[src/rtl/grs_pkg.sv]
// ----------------------------------------------------------------------------
// grs_pkg
// Shared constants, types and codes for the group reversing stream block.
// ----------------------------------------------------------------------------
package grs_pkg;

  localparam int GROUP_MAX  = 16;
  localparam int DATA_WIDTH = 32;

  // field widths fixed by the interface
  localparam int VALUE_W = 32;
  localparam int CFG_W   = 5;

  localparam int CNT_W   = $clog2(GROUP_MAX + 1);
  localparam int IDX_W   = $clog2(GROUP_MAX);
  localparam int K_W     = (CNT_W > CFG_W) ? CNT_W : CFG_W;

  // two banks of GROUP_MAX entries, bank select on the top address bit
  localparam int RAM_AW    = IDX_W + 1;
  localparam int RAM_DEPTH = 2 ** RAM_AW;

  localparam int QUEUE_DEPTH = 2;
  localparam int QCNT_W      = $clog2(QUEUE_DEPTH + 1);
  localparam int QPTR_W      = (QUEUE_DEPTH > 1) ? $clog2(QUEUE_DEPTH) : 1;

  typedef struct packed {
    logic             bank;
    logic [CNT_W-1:0] count;
    logic             eos;
  } cmd_t;

  typedef struct packed {
    logic valid;
    logic bank;
  } rel_t;

  typedef enum logic {
    BK_IDLE,
    BK_DRAIN
  } bk_state_t;

endpackage

[src/rtl/grs_ram.sv]
// ----------------------------------------------------------------------------
// grs_ram
// Generic simple dual-port RAM: one write port, one read port, registered read.
// ----------------------------------------------------------------------------
module grs_ram #(
  parameter int WIDTH = 32,
  parameter int DEPTH = 32
) (
  input  logic                     clk,
  input  logic                     we,
  input  logic [$clog2(DEPTH)-1:0] waddr,
  input  logic [WIDTH-1:0]         wdata,
  input  logic                     re,
  input  logic [$clog2(DEPTH)-1:0] raddr,
  output logic [WIDTH-1:0]         rdata
);

  logic [WIDTH-1:0] mem [DEPTH];

  always_ff @(posedge clk) begin
    if (we) begin
      mem[waddr] <= wdata;
    end
    if (re) begin
      rdata <= mem[raddr];
    end
  end

endmodule

[src/rtl/grs_front.sv]
// ----------------------------------------------------------------------------
// grs_front
// Accepts input transactions, writes them into the fill bank and issues a
// drain command when a group is complete or the sequence ends.
// ----------------------------------------------------------------------------
module grs_front (
  input  logic                           clk,
  input  logic                           rst,
  input  logic                           cfg_wr_en,
  input  logic [grs_pkg::CFG_W-1:0]      cfg_wr_data,
  input  logic                           in_valid,
  output logic                           in_stall,
  input  logic [grs_pkg::VALUE_W-1:0]    value,
  input  logic                           end_of_sequence,
  input  grs_pkg::rel_t                  rel,
  output logic                           ram_we,
  output logic [grs_pkg::RAM_AW-1:0]     ram_waddr,
  output logic [grs_pkg::DATA_WIDTH-1:0] ram_wdata,
  output logic                           cmd_push,
  output grs_pkg::cmd_t                  cmd,
  output logic [grs_pkg::CNT_W-1:0]      fill_level
);

  logic [grs_pkg::CFG_W-1:0] group_size;
  logic [grs_pkg::CNT_W-1:0] fill;
  logic [grs_pkg::CNT_W-1:0] fill_next;
  logic                      fill_bank;
  logic                      fill_bank_next;
  logic [1:0]                bank_busy;
  logic [1:0]                bank_busy_next;
  logic [grs_pkg::K_W-1:0]   gs_ext;
  logic [grs_pkg::K_W-1:0]   k_eff;
  logic [grs_pkg::K_W-1:0]   fill_inc;
  logic                      accept;
  logic                      flush;

  always_ff @(posedge clk) begin
    if (rst) begin
      group_size <= grs_pkg::CFG_W'(1);
    end else if (cfg_wr_en) begin
      group_size <= cfg_wr_data;
    end
  end

  // saturate above GROUP_MAX, treat zero as one
  always_comb begin
    gs_ext = grs_pkg::K_W'(group_size);
    if (gs_ext > grs_pkg::K_W'(grs_pkg::GROUP_MAX)) begin
      k_eff = grs_pkg::K_W'(grs_pkg::GROUP_MAX);
    end else if (gs_ext == '0) begin
      k_eff = grs_pkg::K_W'(1);
    end else begin
      k_eff = gs_ext;
    end
  end

  assign in_stall = bank_busy[fill_bank];
  assign accept   = in_valid && !in_stall;
  assign fill_inc = grs_pkg::K_W'(fill) + grs_pkg::K_W'(1);
  assign flush    = end_of_sequence || (fill_inc >= k_eff);

  assign ram_we    = accept;
  assign ram_waddr = {fill_bank, fill[grs_pkg::IDX_W-1:0]};
  assign ram_wdata = value[grs_pkg::DATA_WIDTH-1:0];

  assign cmd_push  = accept && flush;
  assign cmd.bank  = fill_bank;
  assign cmd.count = fill + grs_pkg::CNT_W'(1);
  assign cmd.eos   = end_of_sequence;

  assign fill_level = fill;

  always_comb begin
    fill_next      = fill;
    fill_bank_next = fill_bank;
    bank_busy_next = bank_busy;
    if (rel.valid) begin
      bank_busy_next[rel.bank] = 1'b0;
    end
    if (accept) begin
      if (flush) begin
        fill_next                 = '0;
        fill_bank_next            = !fill_bank;
        bank_busy_next[fill_bank] = 1'b1;
      end else begin
        fill_next = fill + grs_pkg::CNT_W'(1);
      end
    end
  end

  always_ff @(posedge clk) begin
    if (rst) begin
      fill      <= '0;
      fill_bank <= 1'b0;
      bank_busy <= '0;
    end else begin
      fill      <= fill_next;
      fill_bank <= fill_bank_next;
      bank_busy <= bank_busy_next;
    end
  end

endmodule

[src/rtl/grs_cmd_queue.sv]
// ----------------------------------------------------------------------------
// grs_cmd_queue
// Short FIFO of drain commands between the fill side and the drain side.
// ----------------------------------------------------------------------------
module grs_cmd_queue (
  input  logic                       clk,
  input  logic                       rst,
  input  logic                       push,
  input  grs_pkg::cmd_t              push_cmd,
  input  logic                       pop,
  output logic                       head_valid,
  output grs_pkg::cmd_t              head_cmd,
  output logic [grs_pkg::QCNT_W-1:0] count
);

  grs_pkg::cmd_t               entries [grs_pkg::QUEUE_DEPTH];
  logic [grs_pkg::QPTR_W-1:0]  wr_ptr;
  logic [grs_pkg::QPTR_W-1:0]  rd_ptr;

  assign head_valid = (count != '0);
  assign head_cmd   = entries[rd_ptr];

  always_ff @(posedge clk) begin
    if (push) begin
      entries[wr_ptr] <= push_cmd;
    end
  end

  always_ff @(posedge clk) begin
    if (rst) begin
      wr_ptr <= '0;
      rd_ptr <= '0;
      count  <= '0;
    end else begin
      if (push) begin
        wr_ptr <= (wr_ptr == grs_pkg::QPTR_W'(grs_pkg::QUEUE_DEPTH - 1)) ?
                  '0 : wr_ptr + grs_pkg::QPTR_W'(1);
      end
      if (pop) begin
        rd_ptr <= (rd_ptr == grs_pkg::QPTR_W'(grs_pkg::QUEUE_DEPTH - 1)) ?
                  '0 : rd_ptr + grs_pkg::QPTR_W'(1);
      end
      case ({push, pop})
        2'b10:   count <= count + grs_pkg::QCNT_W'(1);
        2'b01:   count <= count - grs_pkg::QCNT_W'(1);
        default: count <= count;
      endcase
    end
  end

endmodule

[src/rtl/grs_back.sv]
// ----------------------------------------------------------------------------
// grs_back
// Drains one bank per command in reverse order through the RAM read port
// into the output register, honouring the receiver's stall.
// ----------------------------------------------------------------------------
module grs_back (
  input  logic                           clk,
  input  logic                           rst,
  input  logic                           q_valid,
  input  grs_pkg::cmd_t                  q_cmd,
  output logic                           q_pop,
  output grs_pkg::rel_t                  rel,
  output logic                           ram_re,
  output logic [grs_pkg::RAM_AW-1:0]     ram_raddr,
  input  logic [grs_pkg::DATA_WIDTH-1:0] ram_rdata,
  output logic                           out_valid,
  input  logic                           out_stall,
  output logic [grs_pkg::VALUE_W-1:0]    out_value,
  output logic                           group_last,
  output logic                           sequence_last
);

  grs_pkg::bk_state_t        state;
  grs_pkg::bk_state_t        state_next;
  logic                      bank;
  logic [grs_pkg::IDX_W-1:0] idx;
  logic                      eos;
  logic                      rd_pend;
  logic                      pend_glast;
  logic                      pend_slast;
  logic                      out_free;
  logic                      issue;
  logic                      last_rd;

  // outputs
  always_comb begin
    out_free = !out_valid || !out_stall;
    issue    = 1'b0;
    unique case (state)
      grs_pkg::BK_IDLE:  issue = 1'b0;
      grs_pkg::BK_DRAIN: issue = !rd_pend || out_free;
      default:           issue = 1'b0;
    endcase
    last_rd   = issue && (idx == '0);
    q_pop     = q_valid && ((state == grs_pkg::BK_IDLE) || last_rd);
    rel.valid = last_rd;
    rel.bank  = bank;
  end

  // next state
  always_comb begin
    state_next = state;
    unique case (state)
      grs_pkg::BK_IDLE: begin
        if (q_valid) begin
          state_next = grs_pkg::BK_DRAIN;
        end
      end
      grs_pkg::BK_DRAIN: begin
        if (last_rd && !q_valid) begin
          state_next = grs_pkg::BK_IDLE;
        end
      end
      default: state_next = grs_pkg::BK_IDLE;
    endcase
  end

  assign ram_re    = issue;
  assign ram_raddr = {bank, idx};

  always_ff @(posedge clk) begin
    if (q_pop) begin
      bank <= q_cmd.bank;
      idx  <= grs_pkg::IDX_W'(q_cmd.count - grs_pkg::CNT_W'(1));
      eos  <= q_cmd.eos;
    end else if (issue) begin
      idx <= idx - grs_pkg::IDX_W'(1);
    end
    if (issue) begin
      pend_glast <= (idx == '0);
      pend_slast <= (idx == '0) && eos;
    end
    if (out_free && rd_pend) begin
      out_value     <= grs_pkg::VALUE_W'(ram_rdata);
      group_last    <= pend_glast;
      sequence_last <= pend_slast;
    end
  end

  always_ff @(posedge clk) begin
    if (rst) begin
      state     <= grs_pkg::BK_IDLE;
      rd_pend   <= 1'b0;
      out_valid <= 1'b0;
    end else begin
      state   <= state_next;
      // read data held in the RAM register until the output slot frees up
      rd_pend <= issue || (rd_pend && !out_free);
      if (out_free) begin
        out_valid <= rd_pend;
      end
    end
  end

endmodule

[src/rtl/group_reverse_stream.sv]
// ----------------------------------------------------------------------------
// group_reverse_stream
// Re-emits a stream of values with each group of group_size values reversed.
// ----------------------------------------------------------------------------
// Input channel: in_valid / in_stall with value and end_of_sequence. Output
// channel: out_valid / out_stall with out_value, group_last and sequence_last.
// group_size is written through cfg_wr_en / cfg_wr_data; the user must do so
// only while the block is idle, not enforced by the block; 0 or 1 passes values
// straight through, values above 16 act as 16. Values are stored in one of two
// RAM banks; a finished group is queued as a drain command and read back newest
// first while the other bank fills. A group's command passes the command queue
// and drain state; its values pass the RAM read register and output register,
// one value per cycle unless the output stalls. One transaction per cycle
// unless stalled, set by the single RAM read port, pausing when the drain side
// runs dry between groups. in_stall rises while the fill bank holds a group not
// yet read back. A stalled output keeps its transaction in the output register;
// the read data waits in the RAM register and the drain side pauses behind it.
// Reset: group_size returns to 1, buffers are empty, no output is valid.
// ----------------------------------------------------------------------------
module group_reverse_stream (
  input  logic                        clk,
  input  logic                        rst,
  input  logic                        cfg_wr_en,
  input  logic [grs_pkg::CFG_W-1:0]   cfg_wr_data,
  input  logic                        in_valid,
  output logic                        in_stall,
  input  logic signed [31:0]          value,
  input  logic                        end_of_sequence,
  output logic                        out_valid,
  input  logic                        out_stall,
  output logic signed [31:0]          out_value,
  output logic                        group_last,
  output logic                        sequence_last
);

  logic                                ram_we;
  logic [grs_pkg::RAM_AW-1:0]          ram_waddr;
  logic [grs_pkg::DATA_WIDTH-1:0]      ram_wdata;
  logic                                ram_re;
  logic [grs_pkg::RAM_AW-1:0]          ram_raddr;
  logic [grs_pkg::DATA_WIDTH-1:0]      ram_rdata;
  logic                                cmd_push;
  grs_pkg::cmd_t                       cmd;
  logic                                q_valid;
  grs_pkg::cmd_t                       q_cmd;
  logic                                q_pop;
  logic [grs_pkg::QCNT_W-1:0]          q_count;
  grs_pkg::rel_t                       rel;
  logic [grs_pkg::CNT_W-1:0]           fill_level;
  logic [grs_pkg::VALUE_W-1:0]         out_bits;

  grs_front u_front (
    .clk             (clk),
    .rst             (rst),
    .cfg_wr_en       (cfg_wr_en),
    .cfg_wr_data     (cfg_wr_data),
    .in_valid        (in_valid),
    .in_stall        (in_stall),
    .value           (value),
    .end_of_sequence (end_of_sequence),
    .rel             (rel),
    .ram_we          (ram_we),
    .ram_waddr       (ram_waddr),
    .ram_wdata       (ram_wdata),
    .cmd_push        (cmd_push),
    .cmd             (cmd),
    .fill_level      (fill_level)
  );

  grs_ram #(
    .WIDTH (grs_pkg::DATA_WIDTH),
    .DEPTH (grs_pkg::RAM_DEPTH)
  ) u_ram (
    .clk   (clk),
    .we    (ram_we),
    .waddr (ram_waddr),
    .wdata (ram_wdata),
    .re    (ram_re),
    .raddr (ram_raddr),
    .rdata (ram_rdata)
  );

  grs_cmd_queue u_queue (
    .clk        (clk),
    .rst        (rst),
    .push       (cmd_push),
    .push_cmd   (cmd),
    .pop        (q_pop),
    .head_valid (q_valid),
    .head_cmd   (q_cmd),
    .count      (q_count)
  );

  grs_back u_back (
    .clk           (clk),
    .rst           (rst),
    .q_valid       (q_valid),
    .q_cmd         (q_cmd),
    .q_pop         (q_pop),
    .rel           (rel),
    .ram_re        (ram_re),
    .ram_raddr     (ram_raddr),
    .ram_rdata     (ram_rdata),
    .out_valid     (out_valid),
    .out_stall     (out_stall),
    .out_value     (out_bits),
    .group_last    (group_last),
    .sequence_last (sequence_last)
  );

  assign out_value = out_bits;

  // a full group always flushes, so the fill count never reaches the bank size
  assert property (@(posedge clk) disable iff (rst)
    fill_level < grs_pkg::CNT_W'(grs_pkg::GROUP_MAX))
    else $error("fill count reached bank size");

  // two banks bound the outstanding commands, so the queue never overflows
  assert property (@(posedge clk) disable iff (rst)
    cmd_push && !q_pop |-> q_count < grs_pkg::QCNT_W'(grs_pkg::QUEUE_DEPTH))
    else $error("command queue overflow");

  // end of sequence only ever closes a group
  assert property (@(posedge clk) disable iff (rst)
    out_valid && sequence_last |-> group_last)
    else $error("sequence_last without group_last");

  // nothing to drain means nothing popped
  assert property (@(posedge clk) disable iff (rst)
    q_pop |-> q_count != '0)
    else $error("pop from empty command queue");

endmodule
[config.mk]
export PLATFORM = sky130hd
export DESIGN_NAME = group_reverse_stream
export DESIGN_NICKNAME = d
export VERILOG_FILES = /design/src/rtl/grs_pkg.sv /design/src/rtl/grs_ram.sv /design/src/rtl/grs_front.sv /design/src/rtl/grs_cmd_queue.sv /design/src/rtl/grs_back.sv /design/src/rtl/group_reverse_stream.sv
export SDC_FILE = /design/constraint.sdc
export NUM_CORES = 1
export LEC_CHECK = 0
export ABC_AREA = 0
export BUFFER_PORTS_ARGS = -buffer_cell sky130_fd_sc_hd__buf_2
export CORE_UTILIZATION = 34
export CTS_BUF_LIST = sky130_fd_sc_hd__clkbuf_2
export CTS_CLUSTER_SIZE = 40
export DETAILED_ROUTE_END_ITERATION = 6
export GPL_ROUTABILITY_DRIVEN = 0
export PLACE_DENSITY = 0.57
export SLEW_MARGIN = 40
export SYNTH_ARGS = -nofsm -noshare
export SYNTH_HDL_FRONTEND = slang
export SYNTH_SLANG_ARGS = --single-unit
[constraint.sdc]
create_clock -name clk -period 3.7 [get_ports clk]
set_input_delay 0.185 -clock clk [delete_from_list [all_inputs] [get_ports clk]]
set_output_delay 0.185 -clock clk [all_outputs]
set_load 0.01 [all_outputs]
=== Word-level counts from Yosys, hierarchy flattened ===
Memories as Yosys holds them, arrays and structs flattened. A register that Yosys moved wholly into a read port is not among the register bits.
Cells that the tools add are included.
Widths: inputs -> output; s select.

* Input port bits: 43
* Bits in registers: 62
* Memories kept: 2
* Memory bits (writable): 1038
* Output and inout bits: 36

* Muxes and demuxes: 27
* Equality and inequality tests: 2
* Reduce and logical (&&, ||, !) cells: 28
* Add/sub/neg operators: 7
* Bitwise logic cells: 4
* $lt $le $gt $ge: 6

{| class="wikitable"
|+ Memory list
! memory !! depth !! width !! rd ports !! clocked after Yosys merged registers in !! wr ports !! line !! text
|-
| u_ram.mem || 32 || 32 || 1 || 1 || 1 || grs_ram.sv:18 || <nowiki>logic [WIDTH-1:0] mem [DEPTH];</nowiki>
|-
| u_queue.entries || 2 || 7 || 1 || 1 || 1 || grs_cmd_queue.sv:16 || <nowiki>grs_pkg::cmd_t entries [grs_pkg::QUEUE_DEPTH];</nowiki>
|}

{| class="wikitable"
|+ Operators with widths
! operator !! count
|-
| $mux 5 || 3
|-
| $mux 1 || 14
|-
| $logic_and 1x1->1 || 10
|-
| $mux 4 || 2
|-
| $sub 4x1->4 const B || 2
|-
| $logic_not 1->1 || 7
|-
| $mux 2 || 3
|-
| $reduce_bool 2->1 || 3
|-
| $add 5x1->5 const B || 1
|-
| $ge 5x5->1 || 1
|-
| $gt 5x5->1 const B || 1
|-
| $logic_not 5->1 || 1
|-
| $logic_or 1x1->1 || 5
|-
| $logic_not 4->1 || 1
|-
| $lt 1x2->1 const B || 2
|-
| $pmux 1 s2 || 2
|-
| $pmux 2 s2 || 1
|-
| $add 1x1->1 const B || 2
|-
| $add 2x1->2 const B || 1
|-
| $and 2x2->2 || 1
|-
| $demux 1 s1 || 2
|-
| $eq 2x1->1 const B || 1
|-
| $eq 2x2->1 const B || 1
|-
| $ge 1x1->1 const B || 2
|-
| 5 further kinds || 5
|}

=== Logic depth before layout (Yosys ltp) ===
Gate-level depths: netlist of run 1.

* Depth in word-level cells: 10
* Gate-level depth with buffers: 13
* Gate-level depth less buffers: 13

=== By module ===
Synthesis of run 1 repeated with hierarchy kept, for this count alone.

* Cells, all modules: 2501
* Area total of the unflattened synthesis: 44051.0 um^2

{| class="wikitable"
|+ By module, submodules not included
! module !! cells each !! instances !! area an instance (um^2) !! sequential area each (um^2)
|-
| grs_ram || 2260 || 1 || 40805.4 || 31710.4
|-
| grs_back || 80 || 1 || 1546.5 || 1321.3
|-
| grs_front || 118 || 1 || 996.0 || 260.2
|-
| grs_cmd_queue || 43 || 1 || 703.2 || 520.5
|}

=== Worst setup path after synthesis of run 1 ===
No wires, ideal clock.

* Path kind: reg2reg
* From: reg u_back.rd_pend
* To: reg u_back.group_last (enable)
* Required time: 3223 ps
* Stages on the path, launching flop included: 2
* Arrival time: 2855 ps
* Buffers on the path: 0
* Setup time: 477 ps
* Path slack: 367 ps
* Path through: dfxtp_1 -> a21boi_0

* Cells in the longest elaborated chain, start to end: 1

{| class="wikitable"
|+ Ends and longest elaborated chain
! item !! line !! text
|-
| start, declared || grs_back.sv:28 || <nowiki>logic rd_pend;</nowiki>
|-
| start signal, assigned || grs_back.sv:98 || <nowiki>rd_pend <= issue || (rd_pend && !out_free);</nowiki>
|-
| $logic_and 1x1->1 || grs_back.sv:83 || <nowiki>if (out_free && rd_pend) begin</nowiki>
|-
| end signal, assigned || grs_back.sv:85 || <nowiki>group_last <= pend_glast;</nowiki>
|-
| end, declared || grs_back.sv:19 || <nowiki>output logic group_last,</nowiki>
|}

Every way passes these cells.
A chain may end at the register's enable or synchronous reset.

==> summary.md, run 1 <==
| Metric | Value |
|---|---|
| Status | finished, final reports clean |
| IO Count | between 70 and 80 |
| WHS Path Cells | 4 |
| Initial core utilization | 0.3429 |
| Total number of vias | 21570 |
| Post-synth EDFFs | roughly 1100 |
| Die W | about 360 µm |
| Worst slew pin tran | 0.9428 ns |
| Hpwl dp | ~55000 µm |
| Post-synth top cells | 1110 x edfxtp_1, 256 x mux4_2, 97 x o22ai_1 |
| Post-Route WL | 107900 µm |
| Synth Warn # | 0 |
| CTS Buf Count | 302 |
| Startpoint types | register |
| Endpoints failing setup | 0 |
| Post-synth cell types | between 40 and 50 |
| CTS tree | yes |
| Clock-pin slew on the worst setup and hold paths | 0.11 ns |
| Setup Skew | 0.1901 ns |
| Dpl ws | 0.5623 ns |
| Hold Fails Final Rpt | 0 |
| Rows | 129 |
| CP startpoint | u_front.fill_level[2] |
| Fraction of layout cells with a size suffix above 1 | 0.3727 |
| Post-CTS Repair Setup Buffers | 0 |
| Worst path depth | 10 |
| Endpoint type of the worst setup path | register |
| CP max FO | 14 |
| Max transition margin | 0.3714 |
| Port Buffers | 78 |
| Die height | roughly 360 µm |
| Area grow syn2layout | 16.11% |
| Clk_lat worst skew | 1.51 ns |
| Top-area cell type share of the netlist area | 0.7862 |
| Most frequent CP cell | ha_1 |
| Total global routing overflow | 0 |
| RR Startpoint | u_front.fill_level[2] |
| Max cap viols | 0 |
| Total Die Area | 0.1261 mm² |
| Worst Slack Setup Final | 0.6056 ns |
| VDD IR-drop max | about 0.48 mV |
| CP max-delay cell | dfxtp_1 |
| Final min period | ~3.1 ns |
| Mapped Nets | 1902 |
| Syn avg cell area | 22.94 µm² |
| Seq cells post-synth | around 1100 |
| Initial drt markers | 1875 |
| Root Buffer | clkbuf_2 |
| DR vias/cell | 5.164 |
| Sink Count | 1131 |
| Pre-antenna DRT Iters | 5 |
| Seq/Total Area, Yosys | 0.7961 |
| Clk buf depth | 4 |
| Setup TNS | 0 ns |
| Asr flop ratio synth | 0 |
| Worst EP required | 5.02 ns |
| Routed len/inst | 25.83 µm |
| Buf+Inv Stages, Crit Path | 1 |
| PD cells | 634.1 mW/mm² |
| # resized after CTS | 0 |
| First-pass GRT wire length | 155700 µm |
| Hold_sp | value[10] |
| Final slew viol count | 0 |
| R2R cell count | 10 |
| Total GRT Usage | 0.1720 |
| RSZ-0062 raised after global routing | no |
| # nets final | 2420 |
| Worst setup path class | reg2reg |
| Vias in the first global route | 23190 |
| Syn Inst Count | roughly 1800 |
| Crit-path cells | nand3_1 -> xnor2_1 -> ha_1 -> a2111oi_0 -> o21a_1 -> nor2_1 -> inv_1 -> ha_1 -> or3_1 -> a21oi_1 |
| WP data arrival | 4.41 ns |
| Worst path max stage delay | 0.60 ns |
| CORE AREA | 0.1236 mm² |
| Area of the mapped netlist | ~0.042 mm² |
| Top Family by Delay on Critical Path | compound AO/OA/AOI/OAI gates |
| Hold/Removal Path Class | in2reg |
| Initial antenna violation count | 2 |
| ANT nets after route | 0 |
| Main synth FF type | edfxtp_1 |
| Hold_buf cts | 96 |
| Most frequent cell after synthesis | edfxtp_1 |
| Area leader, netlist | edfxtp_1 |
| Largest net degree at the start of global routing | just under 70 |
| Residual DRC | 0 |
| Fmax | 0.3232 GHz |
| Area contributors post-synth | edfxtp_1 79%, mux4_2 14%, o22ai_1 1.4% |
| # H-tree levels | 5 |
| Static Leakage | 15.88 nW |
| Final period util | 0.8363 |
==> layer usage <==
metal | track usage | part of all wire | routed length [µm] | vias up
met2 | 0.2924 | 0.51 | 55180 | 779
met5 | 0 | 0 | 0 | -
met1 | 0.2168 | 0.41 | 44140 | 11510
li1 | - | - | - | 9110
met4 | 0.06233 | 0.024 | 2576 | 0
met3 | 0.03585 | 0.056 | 6029 | 180
==> logic make-up after synthesis <==
kind of cell             share of synthesized area
AND/OR/NAND/NOR                            0.02069
XOR/XNOR                                  0.002686
adder cells (fa/ha/maj)                   0.003246
flip-flops                                  0.7961
AO/OA/AOI/OAI                              0.02488
buffers and inverters                      0.01369
multiplexers                                0.1387
==> registers in the layout, summed over array words and instances (netlist names), named ones only <==
name	cells
u_back.out_value	32
u_front.fill_level	5
u_queue.wr_ptr	1
u_back.pend_glast	1
u_back.eos	1
u_front.bank_busy	2
u_queue.count	2
u_back.state	1
u_queue.rd_ptr	1
u_back.sequence_last	1
u_back.bank	1
u_front.fill_bank	1
u_ram.mem	1024
u_back.rd_pend	1
u_ram.rdata	32
u_back.pend_slast	1
u_back.idx	4
u_front.group_size	5
u_back.group_last	1
u_back.out_valid	1
u_queue.entries	12
==> where the power goes <==
group / internal [mW] / leakage, nW / switching, mW / total (mW)
combinational: 3.72 / 3.82 / 4.35 / 8.08
sequential: 14.8 / 10.2 / 0.308 / 15.1
clock: 3.14 / 1.88 / 4.86 / 8.00
==> placed cells by master, fill, tap and decap left out, types with 9 or more instances in the layout <==
master and n:
nand2_1 12, o22ai_1 97, dlygate4sd3_1 95, nor2_4 32, a2111oi_0 26, and2_1 35
edfxtp_1 1110, mux4_2 256, inv_1 9, buf_2 109, nor2_1 16, clkinv_1 51
nor4_1 32, a21oi_1 10, ha_1 11, inv_2 9, dfxtp_1 21, buf_4 82
buf_12 27, clkbuf_2 406
==> final timing paths <==
kind | slack [ns] | end
max reg2reg | 0.61 | u_queue.count[1]
min | 0.22 | u_ram.mem[20][10]
min reg2reg | 0.36 | u_back.out_value[29]
max | 0.61 | u_queue.count[1]
==> cell type report <==
type | instances | area [µm²]
fill | 11190 | 74410
sequential | 1131 | 33750
multi-input combinational | 607 | 8329
timing repair buffer | 313 | 2653
tap | 1637 | 2048
clock buffer | 406 | 2032
clock inverter | 70 | 360.3
inverter | 11 | 41.29
antenna | 3 | 7.507
==> metrics by stage <==
step           total power, mW  hold slack, ns  area [µm²]  instances    util
2_1_floorplan            20.83          0.2839       42400       1848       -
3_3_place_gp             23.48          0.4126       45700       3572  0.3696
3_5_place_dp             23.56          0.4045       45700       3572  0.3696
4_1_cts                  31.68         0.01414       49060       4144  0.3968
5_1_grt                  32.79          0.1174       49220       4178  0.3981
6_report                 31.21          0.2200       49220       4178  0.3981
==> worst reg2reg max path: stages, from the launching register on <==
cell,delay [ns]
dfxtp_1,0.60
nand3_1,0.15
xnor2_1,0.26
ha_1,0.29
a2111oi_0,0.47
o21a_1,0.24
nor2_1,0.13
inv_1,0.12
ha_1,0.27
or3_1,0.36
a21oi_1,0.14
No activity file was read; power rests on OpenSTA's default activity.
==> run 2, diff against run 1 <==
==> constraint.sdc (replaced) <==
create_clock -name clk -period 3.1 [get_ports clk]
set_input_delay 0.155 -clock clk [delete_from_list [all_inputs] [get_ports clk]]
set_output_delay 0.155 -clock clk [all_outputs]
set_load 0.01 [all_outputs]
==> summary.md, run 2 (same netlist as run 1, synthesis figures left out) <==
| Metric | Value |
|---|---|
| Clk_lat worst skew | 1.49 ns (was 1.51 ns) |
| DR vias/cell | 5.206 (was 5.164) |
| Dpl ws | 0.1123 ns (was 0.5623 ns) |
| # nets final | 2460 (was 2420) |
| Post-DP Area | 0.04588 mm² (was 0.04570 mm²) |
| CP max FO | 5 (was 14) |
| Most frequent cells in the layout | 1110 x edfxtp_1, 414 x clkbuf_2, 256 x mux4_2 (was 1110 x edfxtp_1, 406 x clkbuf_2, 256 x mux4_2) |
| Vias in the first global route | 23350 (was 23190) |
| Multi-input logic area | 0.008328 mm² (was 0.008329 mm²) |
| CORE AREA | 0.1236 mm² (unchanged) |
| ANT nets after route | 0 (unchanged) |
| Static Leakage | 16.11 nW (was 15.88 nW) |
| # fillers | 11190 (about the same) |
| Total Die Area | 0.1261 mm² (unchanged) |
| Hold Fails Final Rpt | 0 (unchanged) |
| Number of flip-flops in the largest register | 1024 (unchanged) |
| Initial antenna violation count | 5 (was 2) |
| Top reg by flops | u_ram.mem (unchanged) |
| Final min period | 2.910 ns (was 3.094 ns) |
| Max cap viols | 0 (unchanged) |
| RSZ-0062 raised after global routing | no (unchanged) |
| Non-Filler Instances | 4235 (was 4178) |
| Cell area after layout | 0.04954 mm² (was 0.04922 mm²) |
| Worst setup path class | reg2reg (unchanged) |
| Area grow syn2layout | 16.85% (was 16.11%) |
| Total GRT Usage | 0.1747 (was 0.1720) |
| Largest net degree at the start of global routing | 38 (was 69) |
| Worst Slack Setup Final | 0.1903 ns (was 0.6056 ns) |
| WL met1 | 43830 µm (was 44140 µm) |
| IO Count | 79 (unchanged) |
| Met2 wire len | 55580 µm (was 55180 µm) |
| Clock-pin slew on the worst setup and hold paths | 0.10 ns (was 0.11 ns) |
| Rows | 129 (unchanged) |
| Int Pwr | 26.16 mW (was 21.69 mW) |
| Final slew viol count | 0 (unchanged) |
| P_sw | 11.45 mW (was 9.524 mW) |
| Max transition margin | 0.3824 (was 0.3714) |
| Hold/Removal Path Class | in2reg (unchanged) |
| Worst EP required | 4.46 ns (was 5.02 ns) |
| Endpoints failing setup | 0 (unchanged) |
| CTS tree | yes (unchanged) |
| Wire length on met3 | 8009 µm (was 6029 µm) |
| # H-tree levels | 5 (unchanged) |
| Initial core utilization | 0.3429 (unchanged) |
| Fraction of layout cells with a size suffix above 1 | 0.3835 (was 0.3727) |
| Routed len/inst | 26.06 µm (was 25.83 µm) |
| Fmax | 0.3437 GHz (was 0.3232 GHz) |
| PD cells | 759.2 mW/mm² (was 634.1 mW/mm²) |
| Hpwl dp | 61080 µm (was 55490 µm) |
| Sequential power share | 0.480 (was 0.485) |
| Largest regs | u_ram.mem (1024), u_back.out_value (32), u_ram.rdata (32) (unchanged) |
| First-pass GRT wire length | 157600 µm (was 155700 µm) |
| Comb pwr share | 0.262 (was 0.259) |
| Reg area | 0.03375 mm² (unchanged) |
| Setup TNS | 0 ns (unchanged) |
| Commonest non-fill, non-tap cell in the layout | edfxtp_1 (unchanged) |
| Post-Route WL | 110400 µm (was 107900 µm) |
| Die W | 355.1 µm (unchanged) |
| Die height | 355.1 µm (unchanged) |
| VDD IR-drop max | 0.5840 mV (was 0.4824 mV) |
| DP Cell Count | 3608 (was 3572) |
| Final period util | 0.9386 (was 0.8363) |
| Initial drt markers | 2010 (was 1875) |
| Worst slew pin tran | 0.9030 ns (was 0.9428 ns) |
| Clk buf depth | 4 (unchanged) |
| Root Buffer | clkbuf_2 (unchanged) |
| Sink Count | 1131 (unchanged) |
| Status | finished, final reports clean (unchanged) |
| Highest metal used | met4 (unchanged) |
| Port Buffers | 78 (unchanged) |
| Total global routing overflow | 0 (unchanged) |
| Post-CTS Repair Setup Buffers | 0 (unchanged) |
| Clock Power Share | 0.258 (was 0.256) |
| WP data arrival | 4.27 ns (was 4.41 ns) |
| Residual DRC | 0 (unchanged) |
| Total number of vias | 22050 (was 21570) |
| CTS Buf Count | 304 (was 302) |
| Startpoint types | register (unchanged) |
| Pre-antenna DRT Iters | 5 (unchanged) |
| Switching share of power | 0.3046 (was 0.3051) |
| Endpoint type of the worst setup path | register (unchanged) |
| Setup Skew | 0.1533 ns (was 0.1901 ns) |
[run 2: changes by cell type in the layout (fill, tap and decap cells not counted)]
cell,delta
clkinv_1,+4
clkinv_4,-2
a2111oi_1,-1
clkbuf_2,+8
bufinv_16,+1
a2111oi_0,+1
clkinv_2,+4
buf_4,+43
dlygate4sd3_1,+2
inv_2,+1
buf_2,-1
diode_2,+3
buf_12,-6
[run 2: worst paths after layout]
kind | startpoint | end | slack, ns | cells past startpoint
setup / recovery | u_front.fill_level[1] | u_queue.count[1] | 0.19 | 11
hold / removal | cfg_wr_en | u_front.group_size[0] | 0.26 | 5
setup reg to reg | u_front.fill_level[1] | u_queue.count[1] | 0.19 | 11
hold reg to reg | u_ram.rdata[13] | u_back.out_value[13] | 0.43 | 0
[run 2: worst max-delay path, cell delays in order, from the launching register on]
cell       delay, ns
dfxtp_1         0.43
nand3_1         0.13
xnor2_1         0.28
ha_1            0.31
a2111oi_0       0.47
buf_4           0.19
o21a_1          0.13
nor2_1          0.06
inv_1           0.11
ha_1            0.24
or3_1           0.35
a21oi_1         0.17
[run 2: layer usage]
layer  global-route usage  vias up
li1                     -     9206
met1               0.2207    11710
met2               0.2908      943
met3              0.04144      192
met4              0.06759        0
met5                    0        -
[run 2: stage by stage]
step	util	power (mW)	hold WS, ns
after global placement	0.3711	28.19	0.3767
after CTS	0.3993	38.13	0.02679
after detailed placement	0.3711	28.24	0.3829
after global routing	0.4007	39.41	0.1673
final	0.4007	37.61	0.2577
after floorplan	-	24.86	0.2539
[run 2: layout make-up]
cell class,count,area share
clock inverter,78,0.008310
clock buffer,414,0.04183
sequential,1131,0.6813
antenna,6,0.0003031
inverter,11,0.0008335
timing repair buffer,351,0.05794
tap,1637,0.04135
multi-input combinational,607,0.1681
[run 2: power by group through the flow]
stage                     combinational, mW  sequential, mW  clock [mW]
after floorplan                        6.65            18.2           0
after global placement                 9.79            18.4           0
after global routing                   10.5            18.1        10.8
final                                  9.84            18.0        9.72
after detailed placement               9.84            18.4           0
after CTS                              10.0            18.1        10.1
[run 2: repair_timing]
item,CTS,global route
hold endpoints to repair,2107,960
hold buffers,99,30
resized for setup,0,0
endpoints found under the setup margin,0,0
